File: config.mk
export PLATFORM = sky130hd
export DESIGN_NAME = tspd_root_stage
export DESIGN_NICKNAME = d
export VERILOG_FILES = /design/src/hw/rtl/tspd_pkg.sv /design/src/hw/rtl/tspd_root_stage.sv
export SDC_FILE = /design/constraint.sdc
export NUM_CORES = 1
export LEC_CHECK = 0
export CAP_MARGIN = 15
export CORE_MARGIN = 1.5
export CORE_UTILIZATION = 60
export CTS_BUF_LIST = sky130_fd_sc_hd__clkbuf_2
export DETAILED_ROUTE_END_ITERATION = 8
export DONT_BUFFER_PORTS = 1
export GPL_TIMING_DRIVEN = 0
export PLACE_DENSITY = 0.82
export SLEW_MARGIN = 5
export SYNTH_ARGS = -nofsm -noshare
export SYNTH_HDL_FRONTEND = slang
export SYNTH_SLANG_ARGS = --single-unit
File: constraint.sdc
create_clock -name clk -period 15.1 [get_ports clk]
set_input_delay 0.755 -clock clk [delete_from_list [all_inputs] [get_ports clk]]
set_output_delay 0.755 -clock clk [all_outputs]
set_load 0.01 [all_outputs]
File: src/hw/rtl/tspd_pkg.sv
// shared types and constants of the edge distance pipeline
package tspd_pkg;

  localparam int COORD_W    = 24;
  localparam int COORD_FRAC = 4;
  localparam int DIFF_W     = COORD_W;
  localparam int SQ_W       = 2 * DIFF_W;
  localparam int D_W        = SQ_W + 1;
  localparam int X_W        = D_W + 2;
  localparam int ROOT_STEPS = (X_W + 1) / 2;
  localparam int BIT_W      = 2 * ROOT_STEPS - 1;
  localparam int RES_W      = BIT_W + 1;
  localparam int SUM_W      = RES_W + 1;
  localparam int TRIAL_W    = SUM_W + 4;
  localparam int ROOT_W     = ROOT_STEPS + 1;
  localparam int W_W        = ROOT_W + 1;
  localparam int DIST_W     = 21;
  localparam int METRIC_W   = 2;

  localparam logic [DIST_W-1:0] DIST_MAX = '1;

  localparam logic [METRIC_W-1:0] METRIC_EUC_2D  = 2'd0;
  localparam logic [METRIC_W-1:0] METRIC_ATT     = 2'd1;
  localparam logic [METRIC_W-1:0] METRIC_CEIL_2D = 2'd2;

  typedef enum logic [1:0] {
    RULE_EUC,
    RULE_ATT,
    RULE_CEIL
  } rule_t;

  // one item inside the square root pipeline
  typedef struct packed {
    logic             valid;
    rule_t            rule;
    logic             zero;
    logic [X_W-1:0]   rem;
    logic [RES_W-1:0] res;
    logic [BIT_W-1:0] qbit;
  } root_item_t;

endpackage

File: src/hw/rtl/tspd_root_stage.sv
// one registered digit step of the scaled integer square root
module tspd_root_stage import tspd_pkg::*; (
  input  logic       clk,
  input  logic       rst_n,
  input  logic       adv,
  input  root_item_t item_i,
  output root_item_t item_o
);

  logic [SUM_W-1:0]   sum;
  logic [TRIAL_W-1:0] trial;
  logic               fits;
  root_item_t         item_nxt;
  root_item_t         item_r;

  always_comb begin
    sum = SUM_W'(item_i.res) + SUM_W'(item_i.qbit);
    // att compares against ten times the square
    if (item_i.rule == RULE_ATT) begin
      trial = (TRIAL_W'(sum) << 3) + (TRIAL_W'(sum) << 1);
    end else begin
      trial = TRIAL_W'(sum);
    end
    fits = TRIAL_W'(item_i.rem) >= trial;

    item_nxt      = item_i;
    item_nxt.qbit = item_i.qbit >> 2;
    if (fits) begin
      item_nxt.rem = item_i.rem - X_W'(trial);
      item_nxt.res = (item_i.res >> 1) + RES_W'(item_i.qbit);
    end else begin
      item_nxt.res = item_i.res >> 1;
    end
  end

  always_ff @(posedge clk) begin
    if (!rst_n) begin
      item_r.valid <= 1'b0;
    end else if (adv) begin
      item_r <= item_nxt;
    end
  end

  assign item_o = item_r;

endmodule

==> impl_metrics.json, run 1 <==
{
  "route.detailed.drc": 0,
  "dieWidth_um": 172,
  "p_leak_uw": 0.00765,
  "grt-ovfl-total": 0,
  "dieHeight_um": 172,
  "largest_reg_flops": 156,
  "cp.arrival_ns": 10.50,
  "area_delta_synth_final_pct": 7.66,
  "fin_skew_ns": 0,
  "critical_path.max_stage_delay_ns": 0.66,
  "critPathLaunchType": "input pin",
  "fp-row-count": 61,
  "cp_slowest_cell": "a221oi_1",
  "crit_end": "item_o[152]",
  "synthesis.instances": 1913,
  "total_power_uw": 2350,
  "synthArstFlopShare_pct": 0,
  "reg2reg_slack_ns": 14.39,
  "rsz0062_at_grt": "no",
  "status": "finished, final reports clean",
  "portBuffers": 0,
  "final_nets": 2357,
  "startpoint": "item_i[6]",
  "ff2ff_path_depth": 2,
  "final-hold-violation-count": 0,
  "synth-seq-cells": 156,
  "ys_seq_area_share_pct": 27.2,
  "clk_path_buf_depth": 2,
  "multi_input_area_um2": 12000,
  "critPathRequiredTime_ns": 15.67,
  "worst_hold_path_type": "input pin to register",
  "clock_sinks": 156,
  "drive_gt1_share_pct": 4.30,
  "worst_slack_ns": 5.17,
  "cts_tree": "done",
  "die-area_um2": 29700,
  "hpwl_um": 37800,
  "place_ws_ns": 4.56,
  "io_pins": 319,
  "register_area_um2": 4670,
  "final_cell_mix": "a21oi_1, ha_1, edfxtp_1",
  "synth_flop_cell": "edfxtp_1",
  "grt_max_degree": 74,
  "synth-edff-count": 155,
  "finalSetupTns_ns": 0,
  "first_iter_violations": 1481,
  "worst_pin_slew_ns": 0.807,
  "wl_per_cell_um": 20.5,
  "clk_pin_slew_ns": 0.26,
  "firstDrtPassIters": 5,
  "timing.rr.start": "item_o[157]",
  "via_per_inst": 6.51,
  "grt.total_usage_pct": 32.3,
  "fillCellCount": 2284,
  "cp_common_cell": "a21o_1",
  "reg2reg_to": "item_o[157]",
  "crit_fanout": 10,
  "grt_pass1_vias": 14656,
  "period_share_pct": 65.8,
  "antenna_found_initial": 1,
  "crit_type": "input pin to register",
  "fin_hold_ws_ns": 0.112,
  "start_util_pct": 61.4,
  "cap_violations": 0,
  "slew_viol_final": 0,
  "fmax_mhz": 101,
  "maxSlewHeadroom_pct": 46.2,
  "peakVddDrop_mv": 0.0590,
  "crit_path_end_kind": "register",
  "routed-via-count": 15512,
  "clkLatencyLatePin_ns": 0.81,
  "core-area_um2": 28000,
  "gp_congestion": 0.951,
  "period_minus_slack_ns": 9.93,
  "antenna_left": 0,
  "synth_area_um2": 17200,
  "setup_viol": 0,
  "cts_buffers": 17,
  "clock_tree.htree_level_count": 4,
  "synth_cell_types": 74,
  "grt_pass1_wl_um": 75400,
  "yosys_warnings": 0,
  "root_buffer": "clkbuf_2",
  "wirelength_um": 48900,
  "hold_start": "item_i[104]",
  "power.density_nw_per_um2": 127,
  "synth_area_per_cell_um2": 8.98,
  "final_common_cell": "a21oi_1"
}
## where the power goes
part	leakage [uW]	switching [uW]	total [uW]	internal, uW
clock	0.000146	176	256	79.4
sequential	0.00146	37.4	578	541
combinational	0.00605	879	1520	637
## worst min path at each step
stage	slack [ns]	end	depth (start not counted)
6_report	0.11	item_o[104]	1
5_1_grt	0.06	item_o[104]	1
4_1_cts	0.008	item_o[157]	1
3_5_place_dp	0.57	item_o[157]	2
3_3_place_gp	0.56	item_o[157]	2
2_1_floorplan	0.54	item_o[157]	2
## metal layers
layer  GRT usage [%]  wire [um]
met1            43.0      21400
met2            52.2      21900
met4            10.5       1300
met5               0          0
met3            6.48       4340
## cell families after synthesis
group	Yosys count	synth area share [%]
flip-flops	156	27.2
buffers and inverters	120	3.01
adder cells (fa/ha/maj)	208	15.3
other	1	0.0218
multiplexers	116	7.46
AND/OR/NAND/NOR	451	12.7
XOR/XNOR	183	9.33
AO/OA/AOI/OAI	678	25.0
## cell usage after synthesis, types with 4 or more instances
cell       instances  share of area, %
nor2_1           136               3.0
o21ai_0          103               3.0
o211ai_1          10              0.44
edfxtp_1         155                27
a21o_1           117               5.1
a41oi_1           10              0.51
mux2_2            23               1.5
o21a_1            24               1.0
nand2_1          104               2.3
o31a_1             4              0.20
a311oi_1           7              0.36
mux2i_1           20               1.2
buf_6              7              0.46
or2_2              6              0.22
and4_1             5              0.25
nand2b_1          23              0.84
a211oi_1          17              0.74
a31oi_1           12              0.44
clkbuf_1          43              0.94
xnor2_1          123               6.3
a31o_2             5              0.25
xor2_1            60               3.1
a221oi_1          12              0.61
inv_1             63               1.4
fa_1               4              0.47
nor2b_1           27              0.98
nor3_1            25              0.73
or3_1             11              0.40
a21oi_1          249               7.3
nand3_1           38               1.1
nor3b_1            4              0.17
o21bai_1          37               1.6
a2111oi_0          5              0.25
a21boi_0           4              0.17
o22ai_1            5              0.18
mux2_1            73               4.8
and3_1            14              0.51
a221o_1            6              0.35
ha_1             204                15
o21ai_1            6              0.17
nand4_1           34               1.2
o31ai_1           18              0.79
a211o_1            4              0.20
and2_1            12              0.44
## final cells by class
class                           instances  area share (%)
Buffer                                 57            1.52
Clock inverter                         15           0.872
Antenna cell                            2          0.0271
Inverter                               63            1.28
Tap cell                              378            2.56
Clock buffer                           17           0.460
Sequential cell                       156            25.3
Multi-Input combinational cell       1638            64.9
Timing Repair Buffer                   55            3.16
## metrics by stage
step,util (%),cells,area (um^2)
final,66.1,2381,18500
after global routing,66.0,2380,18500
after CTS,66.0,2378,18500
after detailed placement,63.3,2294,17700
after global placement,63.1,2292,17700
after floorplan,-,1914,17200
## worst max-delay path: cells and delay by family
kind | cells | cell delay (ns)
xor+xnor | 2 | 0.45
compound gates | 22 | 6.59
simple gates | 3 | 0.57
mux | 1 | 0.39
fa+ha+maj | 3 | 1.01
buf+inv | 2 | 0.72
## what timing repair did
item | CTS | global route
hold buffers | 52 | 1
endpoints found under the hold margin | 52 | 1
gates resized for setup | 0 | 0
setup buffers | 0 | 0
(Power assumes the default switching activity.)
==> run 2, diff against run 1 <==
clock period = 9.5 ns   (was 15.1 ns; I/O delays follow)
==> impl_metrics.json, run 2 (synthesis results as in run 1) <==
{
  "critPathLaunchType": "input pin",
  "crit_type": "input pin to register",
  "first_iter_violations": 1799,
  "grt_pass1_vias": 15844,
  "grt_pass1_wl_um": 82200,
  "start_util_pct": 61.4,
  "route.detailed.drc": 0,
  "met3_usage_pct": 6.64,
  "maxSlewHeadroom_pct": 45.1,
  "antenna_found_initial": 2,
  "worst_slack_ns": 0.855,
  "wl_per_cell_um": 21.6,
  "grt_busiest_layer": "met2",
  "antenna_left": 0,
  "rsz0062_at_grt": "no",
  "routed-via-count": 16406,
  "use_met2_pct": 58.3,
  "finalSetupTns_ns": 0,
  "cp.arrival_ns": 9.23,
  "dieHeight_um": 172,
  "status": "finished, final reports clean",
  "power.density_nw_per_um2": 195,
  "crit_fanout": 10,
  "grt_use_met1_pct": 45.8,
  "timing.rr.start": "item_o[157]",
  "final_common_cell": "a21oi_1",
  "cp_slowest_cell": "a221oi_2",
  "io_pins": 319,
  "via_per_inst": 6.59,
  "area_delta_synth_final_pct": 14.0,
  "gp_congestion": 0.951,
  "portBuffers": 0,
  "total_power_uw": 3830,
  "fin_util_pct": 70.0,
  "cts_buffers": 17,
  "wirelength_um": 53700,
  "clk_pin_slew_ns": 0.23,
  "startpoint": "item_i[6]",
  "final_nets": 2464,
  "worst_pin_slew_ns": 0.823,
  "cts_tree": "done",
  "design_area_um2": 19600,
  "fmax_mhz": 116,
  "final_cell_mix": "a21oi_1, ha_1, dlygate4sd3_1",
  "p_leak_uw": 0.00811,
  "die-area_um2": 29700,
  "dieWidth_um": 172,
  "place_area_um2": 17700,
  "root_buffer": "clkbuf_2",
  "fp-row-count": 61,
  "setup_viol": 0,
  "period_minus_slack_ns": 8.64,
  "cap_violations": 0,
  "slew_viol_final": 0,
  "cp_common_cell": "a21o_1",
  "clock_tree.htree_level_count": 4,
  "hold_start": "item_i[102]",
  "firstDrtPassIters": 6,
  "clk_path_buf_depth": 2,
  "peakVddDrop_mv": 0.0957,
  "critical_path.max_stage_delay_ns": 0.45,
  "reg2reg_slack_ns": 8.21,
  "grt-ovfl-total": 0,
  "critPathRequiredTime_ns": 10.08,
  "place_ws_ns": -0.756,
  "grt.total_usage_pct": 35.5,
  "crit_path_end_kind": "register",
  "hpwl_um": 37800,
  "core-area_um2": 28000,
  "drive_gt1_share_pct": 4.27,
  "clkLatencyLatePin_ns": 0.81,
  "largest_reg_flops": 156,
  "period_share_pct": 91.0,
  "worst_hold_path_type": "input pin to register",
  "fin_skew_ns": 0,
  "final-hold-violation-count": 0,
  "grt_max_degree": 74,
  "clock_sinks": 156
}
-- run 2: area by class of cell --
cell class	count	area, um^2
diodes	2	5.00
plain buffers	57	282
clock buffers	17	85.1
clock inverters	15	161
fillers	2107	8420
inverters	63	236
multi-input cells	1638	12000
flip-flops and latches	156	4670
well taps	378	473
repair buffers	162	1650
-- run 2: metal layers --
layer / share of wire, % / up-vias / wire (um)
met5: 0 / - / 0
met4: 3.9 / 0 / 2070
met3: 9.2 / 159 / 4940
met2: 45 / 980 / 24300
met1: 42 / 7654 / 22300
li1: - / 7613 / -
-- run 2: path summary, 6_finish.rpt --
path            endpoint  cells past startpoint
min          item_o[102]                      3
max reg2reg  item_o[157]                      3
max          item_o[152]                     33
min reg2reg  item_o[157]                      3
-- run 2: what timing repair did --
action                     CTS  global route
hold buffers               158             1
resized for setup            0             4
setup endpoints to repair    0           103
hold endpoints to repair   167             1
setup buffers                0             1
-- run 2: stage by stage --
step                std cells  hold WS, ns
floorplan                1914        0.538
global route             2487       0.0285
detailed placement       2294        0.570
CTS                      2484      0.00478
finish                   2488       0.0653
global placement         2292        0.555
-- run 2: worst max-delay path, delay by kind of cell --
family                     cells  cell delay (ns)
AOI/OAI and AO/OA             22             5.62
adders and majority gates      3             1.02
buffers and inverters          2             0.64
and+or+nand+nor                3             0.60
xor gates and xnor gates       2             0.45
muxes                          1             0.38
-- run 2: power by group --
| part | internal [uW] | switching, uW |
|---|---|---|
| Clock | 126 | 292 |
| Combinational | 1050 | 1440 |
| Sequential | 860 | 61.8 |
| Total | 2030 | 1790 |
